--- src/sv/assert_macros.svh ---
// Assertion macros used by the layout RTL.
`ifndef ASSERT_MACROS_SVH
`define ASSERT_MACROS_SVH

`ifndef ASSERT_OFF

// Check prop at every rising clock edge outside reset.
`define ASSERT_CLK(lbl, clk, rst, prop, msg) \
  lbl: assert property (@(posedge clk) disable iff (rst) (prop)) else $error(msg);

// Check prop at every rising clock edge, reset included.
`define ASSERT_ALWAYS(lbl, clk, prop, msg) \
  lbl: assert property (@(posedge clk) (prop)) else $error(msg);

`else

`define ASSERT_CLK(lbl, clk, rst, prop, msg)
`define ASSERT_ALWAYS(lbl, clk, prop, msg)

`endif

`endif

--- src/sv/btww_pkg.sv ---
// Types, constants and font tables for the word-wrap text layout block.
package btww_pkg;

  localparam int WORD_CAPACITY = 31;
  localparam int IDX_W         = 5;
  localparam int ROWS_W        = 49;
  localparam int DATA_W        = 80;

  localparam int SMALL_GLYPHS = 39;
  localparam int LARGE_GLYPHS = 33;

  localparam logic [5:0] NO_GLYPH  = 6'd63;
  localparam logic [5:0] IDX_DIGIT = 6'd26;
  localparam logic [5:0] IDX_COMMA = 6'd36;
  localparam logic [5:0] IDX_DOT   = 6'd37;
  localparam logic [5:0] IDX_SLASH = 6'd38;

  localparam logic [7:0] CH_NUL    = 8'h00;
  localparam logic [7:0] CH_SPACE  = 8'h20;
  localparam logic [7:0] CH_COMMA  = 8'h2C;
  localparam logic [7:0] CH_PERIOD = 8'h2E;
  localparam logic [7:0] CH_SLASH  = 8'h2F;
  localparam logic [7:0] CH_0      = 8'h30;
  localparam logic [7:0] CH_9      = 8'h39;
  localparam logic [7:0] CH_A      = 8'h41;
  localparam logic [7:0] CH_Z      = 8'h5A;

  localparam logic [2:0] PITCH_SMALL = 3'd5;
  localparam logic [2:0] PITCH_LARGE = 3'd6;
  localparam logic [2:0] GAP_WIDTH   = 3'd3;

  // Config register indexes
  localparam logic [1:0] REG_FONT   = 2'd0;
  localparam logic [1:0] REG_MAXLEN = 2'd1;
  localparam logic [1:0] REG_STARTX = 2'd2;
  localparam logic [1:0] REG_STARTY = 2'd3;

  typedef struct packed {
    logic              vis;
    logic [ROWS_W-1:0] rows;
  } glyph_t;

  // 4x4 font, row 0 in the top nibble
  localparam logic [15:0] SMALL_FONT [SMALL_GLYPHS] = '{
    16'hF9F9, 16'h8EAE, 16'hF88F, 16'hE99E, 16'hFE8F, 16'hFE88, 16'hF89F, 16'h88F9,
    16'h4444, 16'h444C, 16'hACA9, 16'h888F, 16'h9F99, 16'h9DB9, 16'hF99F, 16'hF9E8,
    16'hF9F1, 16'hE9CA, 16'hF81F, 16'hF444, 16'h999F, 16'h9531, 16'h9996, 16'h0A4A,
    16'h9622, 16'hF42F,
    16'h6AAC, 16'h2622, 16'h6246, 16'h6316, 16'h5711, 16'h6426, 16'h4653, 16'h7511,
    16'h7577, 16'h6531,
    16'h0048, 16'h0066, 16'h1248
  };

  // 7x7 font, row 0 in the top seven bits
  localparam logic [ROWS_W-1:0] LARGE_FONT [LARGE_GLYPHS] = '{
    {7'h00,7'h18,7'h24,7'h24,7'h3C,7'h24,7'h00},
    {7'h00,7'h3C,7'h20,7'h38,7'h24,7'h38,7'h00},
    {7'h00,7'h38,7'h24,7'h38,7'h24,7'h38,7'h00},
    {7'h00,7'h3C,7'h20,7'h20,7'h20,7'h20,7'h00},
    {7'h00,7'h0C,7'h14,7'h14,7'h3E,7'h22,7'h00},
    {7'h00,7'h3C,7'h20,7'h38,7'h20,7'h3C,7'h00},
    {7'h00,7'h2A,7'h2A,7'h1C,7'h2A,7'h2A,7'h00},
    {7'h00,7'h18,7'h04,7'h18,7'h04,7'h18,7'h00},
    {7'h00,7'h22,7'h26,7'h2A,7'h32,7'h22,7'h00},
    {7'h14,7'h08,7'h22,7'h26,7'h2A,7'h32,7'h00},
    {7'h00,7'h24,7'h28,7'h30,7'h28,7'h24,7'h00},
    {7'h00,7'h0C,7'h14,7'h14,7'h14,7'h24,7'h00},
    {7'h00,7'h22,7'h36,7'h2A,7'h22,7'h22,7'h00},
    {7'h00,7'h24,7'h24,7'h3C,7'h24,7'h24,7'h00},
    {7'h00,7'h18,7'h24,7'h24,7'h24,7'h18,7'h00},
    {7'h00,7'h3C,7'h24,7'h24,7'h24,7'h24,7'h00},
    {7'h00,7'h38,7'h24,7'h24,7'h38,7'h20,7'h00},
    {7'h00,7'h1C,7'h20,7'h20,7'h20,7'h1C,7'h00},
    {7'h00,7'h3E,7'h08,7'h08,7'h08,7'h08,7'h00},
    {7'h00,7'h24,7'h24,7'h1C,7'h04,7'h38,7'h00},
    {7'h00,7'h1C,7'h2A,7'h2A,7'h1C,7'h08,7'h00},
    {7'h00,7'h22,7'h14,7'h08,7'h14,7'h22,7'h00},
    {7'h00,7'h24,7'h24,7'h24,7'h24,7'h3E,7'h02},
    {7'h00,7'h24,7'h24,7'h1C,7'h04,7'h04,7'h00},
    {7'h00,7'h2A,7'h2A,7'h2A,7'h2A,7'h3E,7'h00},
    {7'h00,7'h2A,7'h2A,7'h2A,7'h2A,7'h3F,7'h01},
    {7'h00,7'h30,7'h10,7'h1C,7'h12,7'h1C,7'h00},
    {7'h00,7'h42,7'h42,7'h72,7'h4A,7'h72,7'h00},
    {7'h00,7'h20,7'h20,7'h38,7'h24,7'h38,7'h00},
    {7'h00,7'h38,7'h04,7'h1C,7'h04,7'h38,7'h00},
    {7'h00,7'h4C,7'h52,7'h72,7'h52,7'h4C,7'h00},
    {7'h00,7'h1C,7'h24,7'h1C,7'h24,7'h24,7'h00},
    {7'h14,7'h3C,7'h20,7'h38,7'h20,7'h3C,7'h00}
  };

  function automatic logic [5:0] glyph_index(input logic [7:0] c);
    logic [5:0] idx;
    if (c >= CH_A && c <= CH_Z)       idx = 6'(c - CH_A);
    else if (c >= CH_0 && c <= CH_9)  idx = 6'(c - CH_0) + IDX_DIGIT;
    else if (c == CH_COMMA)           idx = IDX_COMMA;
    else if (c == CH_PERIOD)          idx = IDX_DOT;
    else if (c == CH_SLASH)           idx = IDX_SLASH;
    else                              idx = NO_GLYPH;
    return idx;
  endfunction

  function automatic glyph_t glyph_lookup(input logic [7:0] c, input logic font);
    logic [5:0]  idx;
    logic [15:0] s;
    glyph_t      g;
    idx    = glyph_index(c);
    g.vis  = 1'b0;
    g.rows = '0;
    if (!font) begin
      if (idx < 6'(SMALL_GLYPHS)) begin
        s      = SMALL_FONT[idx];
        g.vis  = 1'b1;
        // nibble sits in the top four bits of each 7-bit row
        g.rows = {s[15:12], 3'b000, s[11:8], 3'b000, s[7:4], 3'b000,
                  s[3:0], 3'b000, 21'd0};
      end
    end else begin
      if (idx < 6'(LARGE_GLYPHS)) begin
        g.vis  = 1'b1;
        g.rows = LARGE_FONT[idx];
      end
    end
    return g;
  endfunction

endpackage

--- src/sv/bitmap_text_word_wrap_layout.sv ---
// Greedy word-wrap text layout for a bitmap font, one shared adder under a sequencer.
//
//  channel | dir | handshake          | payload
//  s_      | in  | s_tvalid/s_tready  | s_tdata: character
//  m_      | out | m_tvalid/m_tready  | m_tdata: pos_x, pos_y, glyph_rows; m_tuser: visible;
//          |     |                    | m_tlast: last
//  cfg_    | in  | cfg_we             | cfg_index, cfg_data
//
// Word bytes are stored while the sequencer idles. A flushing space or NUL steps through
// LIMIT, NEED, WRAP (on a wrap only), then READ, LOAD, SEND per character, then FIN; an
// empty space goes to FIN. The single 16-bit adder is used once per step, and the word
// store has a registered read. s_tready is low during a flush; a stall on m_tready holds
// the result register. Synchronous reset clears the cursor, word count and sequencer.
module bitmap_text_word_wrap_layout
  import btww_pkg::*;
(
  input  logic              clk,
  input  logic              rst,
  input  logic              s_tvalid,
  output logic              s_tready,
  input  logic [7:0]        s_tdata,   // [7:0] character
  output logic              m_tvalid,
  input  logic              m_tready,
  output logic [DATA_W-1:0] m_tdata,   // [15:0] pos_x, [23:16] pos_y, [72:24] glyph_rows
  output logic              m_tuser,   // [0] visible
  output logic              m_tlast,
  input  logic              cfg_we,
  input  logic [1:0]        cfg_index,
  input  logic [7:0]        cfg_data
);

`include "assert_macros.svh"

  localparam logic [2:0] ST_IDLE  = 3'd0;
  localparam logic [2:0] ST_LIMIT = 3'd1;
  localparam logic [2:0] ST_NEED  = 3'd2;
  localparam logic [2:0] ST_WRAP  = 3'd3;
  localparam logic [2:0] ST_READ  = 3'd4;
  localparam logic [2:0] ST_LOAD  = 3'd5;
  localparam logic [2:0] ST_SEND  = 3'd6;
  localparam logic [2:0] ST_FIN   = 3'd7;

  logic [2:0]       state;
  logic             font_select;
  logic [7:0]       max_line_length;
  logic [7:0]       start_x;
  logic [7:0]       start_y;

  logic [IDX_W-1:0] word_count;
  logic [IDX_W-1:0] idx;
  logic [15:0]      cursor_x;
  logic [7:0]       cursor_y;
  logic             loaded;
  logic [15:0]      limit;
  logic [15:0]      emit_x;

  logic [7:0]       store [WORD_CAPACITY];
  logic [7:0]       rd_data;
  logic             wr_en;

  logic [2:0]       pitch;
  logic [15:0]      add_a;
  logic [15:0]      add_b;
  logic [15:0]      sum;
  logic             in_hs;
  logic             is_break;
  logic             is_last;
  glyph_t           glyph;

  assign pitch    = font_select ? PITCH_LARGE : PITCH_SMALL;
  assign s_tready = (state == ST_IDLE);
  assign in_hs    = s_tvalid && s_tready;
  assign is_break = (s_tdata == CH_NUL) || (s_tdata == CH_SPACE);
  assign wr_en    = in_hs && !is_break && (word_count < IDX_W'(WORD_CAPACITY));
  assign is_last  = (idx == IDX_W'(word_count - IDX_W'(1)));
  assign glyph    = glyph_lookup(rd_data, font_select);

  // shared adder, operands picked by the sequencer step
  always_comb begin
    add_a = '0;
    add_b = '0;
    unique case (state)
      ST_LIMIT: begin
        add_a = {8'd0, start_x};
        add_b = {5'd0, 11'({3'd0, max_line_length} * {8'd0, pitch})};
      end
      ST_NEED: begin
        add_a = cursor_x;
        add_b = {8'd0, 8'({3'd0, word_count} * {5'd0, pitch})};
      end
      ST_WRAP: begin
        add_a = {8'd0, cursor_y};
        add_b = {13'd0, pitch};
      end
      ST_SEND: begin
        add_a = emit_x;
        add_b = {13'd0, pitch};
      end
      ST_FIN: begin
        add_a = emit_x;
        add_b = {13'd0, GAP_WIDTH};
      end
      default: begin
        add_a = '0;
        add_b = '0;
      end
    endcase
  end
  assign sum = add_a + add_b;

  always_ff @(posedge clk) begin
    if (wr_en) begin
      store[word_count] <= s_tdata;
    end
    rd_data <= store[idx];
  end

  always_ff @(posedge clk) begin
    if (rst) begin
      font_select     <= 1'b0;
      max_line_length <= 8'd63;
      start_x         <= 8'd0;
      start_y         <= 8'd0;
    end else if (cfg_we) begin
      unique case (cfg_index)
        REG_FONT:   font_select     <= cfg_data[0];
        REG_MAXLEN: max_line_length <= cfg_data;
        REG_STARTX: start_x         <= cfg_data;
        REG_STARTY: start_y         <= cfg_data;
        default:    ;
      endcase
    end
  end

  always_ff @(posedge clk) begin
    if (rst) begin
      state      <= ST_IDLE;
      word_count <= '0;
      idx        <= '0;
      cursor_x   <= '0;
      cursor_y   <= '0;
      loaded     <= 1'b0;
      m_tvalid   <= 1'b0;
    end else begin
      unique case (state)
        ST_IDLE: begin
          if (in_hs) begin
            if (!loaded) begin
              cursor_x <= {8'd0, start_x};
              cursor_y <= start_y;
            end
            loaded <= (s_tdata != CH_NUL);
            idx    <= '0;
            emit_x <= loaded ? cursor_x : {8'd0, start_x};
            if (wr_en) begin
              word_count <= word_count + IDX_W'(1);
            end
            if (is_break) begin
              if (word_count != '0)          state <= ST_LIMIT;
              else if (s_tdata == CH_SPACE)  state <= ST_FIN;
            end
          end
        end
        ST_LIMIT: begin
          limit <= sum;
          state <= ST_NEED;
        end
        ST_NEED: begin
          if (sum > limit) begin
            cursor_x <= {8'd0, start_x};
            emit_x   <= {8'd0, start_x};
            state    <= ST_WRAP;
          end else begin
            emit_x <= cursor_x;
            state  <= ST_READ;
          end
        end
        ST_WRAP: begin
          cursor_y <= sum[7:0];
          state    <= ST_READ;
        end
        ST_READ: begin
          state <= ST_LOAD;
        end
        ST_LOAD: begin
          m_tdata  <= {{(DATA_W - ROWS_W - 24){1'b0}}, glyph.rows, cursor_y, emit_x};
          m_tuser  <= glyph.vis;
          m_tlast  <= is_last;
          m_tvalid <= 1'b1;
          state    <= ST_SEND;
        end
        ST_SEND: begin
          if (m_tready) begin
            m_tvalid <= 1'b0;
            emit_x   <= sum;
            idx      <= idx + IDX_W'(1);
            state    <= m_tlast ? ST_FIN : ST_READ;
          end
        end
        ST_FIN: begin
          cursor_x   <= sum;
          word_count <= '0;
          state      <= ST_IDLE;
        end
        default: state <= ST_IDLE;
      endcase
    end
  end

  `ASSERT_CLK(a_out_only_in_send, clk, rst, m_tvalid |-> (state == ST_SEND), "result valid outside send step")
  `ASSERT_CLK(a_no_input_while_out, clk, rst, m_tvalid |-> !s_tready, "input taken while result pending")
  `ASSERT_CLK(a_idx_in_word, clk, rst, (state == ST_READ || state == ST_LOAD || state == ST_SEND) |-> (idx < word_count), "read index past word")
  `ASSERT_CLK(a_last_ends_word, clk, rst, (m_tvalid && m_tready && m_tlast) |=> (state == ST_FIN), "last transaction did not end word")
  `ASSERT_ALWAYS(a_reset_idle, clk, $past(rst) |-> (state == ST_IDLE && !m_tvalid), "sequencer not idle after reset")

endmodule

--- config.mk ---
export PLATFORM = sky130hd
export DESIGN_NAME = bitmap_text_word_wrap_layout
export DESIGN_NICKNAME = d
export VERILOG_FILES = /design/src/sv/btww_pkg.sv /design/src/sv/bitmap_text_word_wrap_layout.sv
export VERILOG_INCLUDE_DIRS = /design/src /design/src/sv
export SDC_FILE = /design/constraint.sdc
export NUM_CORES = 1
export LEC_CHECK = 0
export BUFFER_PORTS_ARGS = -buffer_cell sky130_fd_sc_hd__buf_4
export CORE_MARGIN = 5
export CORE_UTILIZATION = 25
export CTS_CLUSTER_SIZE = 24
export DETAILED_ROUTE_END_ITERATION = 6
export MAX_ROUTING_LAYER = met4
export PLACE_DENSITY = 0.37
export SETUP_SLACK_MARGIN = 0.1
export SLEW_MARGIN = 20
export SYNTH_ARGS = -nofsm -noshare
export SYNTH_HDL_FRONTEND = slang
export SYNTH_SLANG_ARGS = --single-unit
--- constraint.sdc ---
create_clock -name clk -period 12.7 [get_ports clk]
set_input_delay 0.635 -clock clk [delete_from_list [all_inputs] [get_ports clk]]
set_output_delay 0.635 -clock clk [all_outputs]
set_load 0.01 [all_outputs]
==> flow_summary.yaml <==
status:
  outcome: "complete, no violations"
hold_path:
  holdPathEnd: "start_y[1]"
  worstHoldPathCells: 3
  hp-class: "primary input to register"
  hp-start: "cfg_data[1]"
power:
  peakVddDrop_uv: 109
  power.leakage_uw: 0.00842
  p_per_area_nw_per_um2: 164
  p_total_uw: 3920
synth:
  syn-mean-instance-area_um2: 12.7
  ys.flop_type: "edfxtp_1"
  ys_ff_latch: 414
  yosysUniqueCellTypes: 77
  synth.yosys.seq_area_share_pct: 57.1
  synth_edf_count: 342
  netlist_instances: 1616
  synth_warnings: 0
  syn_area_um2: 20500
  async_flop_share_pct: 0
  synthTopCellsByArea: "edfxtp_1 50%, mux4_2 7.9%, dfxtp_1 7.0%"
  yosysTopAreaCellShare_pct: 50.0
  synth_top_area_cell: "edfxtp_1"
worst_setup_path:
  crit_type: "register to register"
  start_kind: "register"
  slowest_stage: "a32oi_2"
  cp_top_family: "compound AO/OA/AOI/OAI gates"
  worstPathRequired_ns: 13.17
  endpoint_kind: "register"
  reg2reg_slack_ns: 5.52
  crit_fanout: 36
  slowest_delay_ns: 0.72
  r2r-start: "font_select"
  critPathBufInv: 2
  cp_data_arrival_time_ns: 7.65
  ff2ff_path_depth: 27
  rr_endpoint: "cursor_x[7]"
sta:
  timing.hold.ws_ns: 0.301
  fin_ws_ns: 5.52
  skew_ns: 0.0399
  fin_crit_ns: 7.18
  fin_tns_setup_ns: 0
  finalSetupViolCount: 0
  final-max-slew-violation-count: 0
  post-route-period-util_pct: 56.6
  tightestPinTransition_ns: 1.03
  finalHoldViolCount: 0
  fmax_mhz: 139
  rsz0062_at_grt: "false"
  max_slew_margin_pct: 31.3
grt:
  antenna_found_initial: 0
  grt_max_degree: 63
  globalRouteTotalUtil_pct: 14.4
  grt_pass1_wl_mm: 92.8
  grt_pass1_vias: 13700
  gr-total-overflow: 0
detailed_routing:
  postRouteWirelength_mm: 62.4
  routedWlPerCell_um: 22.3
  vias_per_cell: 4.86
  firstDrtPassIters: 5
  ant_nets: 0
  vias: 13600
  drcViolationCount: 0
  drt-initial-drc-count: 1095
clock_tree:
  cts_made_buffers: 51
  clk_latency_ns: 0.61
  root_buffer: "clkbuf_16"
  cts_setup_buffers: 0
  clockBufferDepth: 3
  htree_levels: 2
  post_cts_resized: 0
  ctsHoldBuffers: 0
  cts_tree: "done"
  clk_pin_slew_ns: 0.06
  clock-sinks: 414
place:
  pre_cts_ws_ns: 5.45
  port_buffers: 88
  gp_congestion: 0.847
  dpl.hpwl_mm: 41.1
finish:
  syn_to_final_growth_pct: 16.5
  final_nets: 1792
  nFillCells: 8350
  diodes: 0
  fin_util_pct: 29.3
  layout_commonest_cell: "edfxtp_1"
  layout-drive-gt1-share_pct: 17.8
  multi_input_area_um2: 8160
  mostFrequentLayoutCells: "342 x edfxtp_1, 132 x nand2_1, 131 x nor2_1"
  regArea_um2: 11700
floorplanning:
  dieArea_um2: 87900
  ios: 107
  start_util_pct: 25.1
  die_y_um: 297
  rows: 105
  die_w_um: 297
  core_um2: 81700
run:
  drv_cap: 0
report_power, final:
group | internal (µW) | total, µW | switching (µW)
registers | 1560 | 1640 | 78.0
clock network | 852 | 1440 | 586
logic | 285 | 840 | 556
flip-flops by register name (all words and copies together) (netlist names), 8 cells and up:
name             count
cursor_x            16
limit               16
rd_data              8
start_x              8
start_y              8
emit_x              16
max_line_length      8
cursor_y             8
store              248
m_tdata             60
worst reg2reg max path, cell delays in order (launching register included):
cell and delay, ns:
dfxtp_1 0.30, buf_4 0.35, and2_1 0.23, fa_1 0.44, ha_1 0.21, a21o_1 0.15
a21oi_1 0.22, o21bai_1 0.09, a21oi_1 0.22, xnor2_1 0.16, o22ai_1 0.11, ha_1 0.38
a21o_1 0.19, a21o_1 0.19, a22o_1 0.23, o31ai_1 0.37, a211oi_1 0.19, xor2_1 0.22
inv_1 0.08, ha_1 0.29, nand4_1 0.11, or2_2 0.33, nor4_1 0.41, nor2_1 0.12
a32oi_2 0.72, mux2_2 0.43, a221oi_1 0.25, nor2_1 0.07
how the worst max path moves through the flow:
| stage | startpoint | end | slack, ns | depth (start not counted) |
|---|---|---|---|---|
| after floorplan | font_select | cursor_x[7] | 6.01 | 29 |
| after global placement | font_select | cursor_x[7] | 5.56 | 27 |
| after detailed placement | font_select | cursor_x[7] | 5.45 | 27 |
| after CTS | font_select | cursor_x[7] | 5.44 | 27 |
| after global routing | font_select | cursor_x[7] | 4.95 | 28 |
| final | font_select | cursor_x[7] | 5.52 | 27 |
logic make-up (layout without fill, tap and decap cells):
| family | count (synthesis) | count (layout) | share of synthesized area [%] |
|---|---|---|---|
| AND/OR/NAND/NOR | 426 | 426 | 9.61 |
| flip-flops | 414 | 414 | 57.1 |
| AO/OA/AOI/OAI | 359 | 359 | 11.7 |
| buffers and inverters | 168 | 258 | 3.65 |
| multiplexers | 126 | 126 | 10.7 |
| adder cells (fa/ha/maj) | 85 | 85 | 5.66 |
| XOR/XNOR | 37 | 37 | 1.58 |
| other | 1 | 20 | 0.0183 |
stage by stage:
stage / std cells / area (µm²)
5_1_grt: 2795 / 23900
3_5_place_dp: 2701 / 22200
4_1_cts: 2795 / 23900
2_1_floorplan: 1635 / 20600
6_report: 2795 / 23900
3_3_place_gp: 2701 / 22200
area by class of cell:
class	instances	area share, %
Tap cell	1070	5.60
Multi-Input combinational cell	1053	34.1
Timing Repair Buffer	111	3.49
Inverter	53	0.832
Sequential cell	414	49.0
Clock buffer	68	5.82
Clock inverter	26	1.11
cells in the mapped netlist, types with 11 or more instances:
cell type,n
buf_4,22
o21ai_0,64
mux2_2,17
buf_1,14
ha_1,72
a22oi_1,28
a22o_1,12
mux2i_1,36
mux4_2,72
xnor2_1,20
a21o_1,18
nand2_1,132
nor2b_1,14
a211oi_1,18
o22ai_1,24
o211ai_1,11
o21a_1,13
nor2_1,134
nor3_1,34
buf_2,23
and2_1,19
nand3_1,32
dfxtp_1,72
a21oi_1,88
inv_1,52
clkbuf_1,55
edfxtp_1,342
nand4_1,11
xor2_1,17
fa_1,13
metal layers:
| metal | GRT usage [%] | wire length (µm) | part of all wire [%] |
|---|---|---|---|
| met1 | 19.9 | 29500 | 47 |
| met2 | 22.4 | 28800 | 46 |
| met3 | 2.03 | 2750 | 4.4 |
| met4 | 3.43 | 1400 | 2.2 |
| met5 | - | 0 | 0 |
Power figures use the tool's default switching activity.
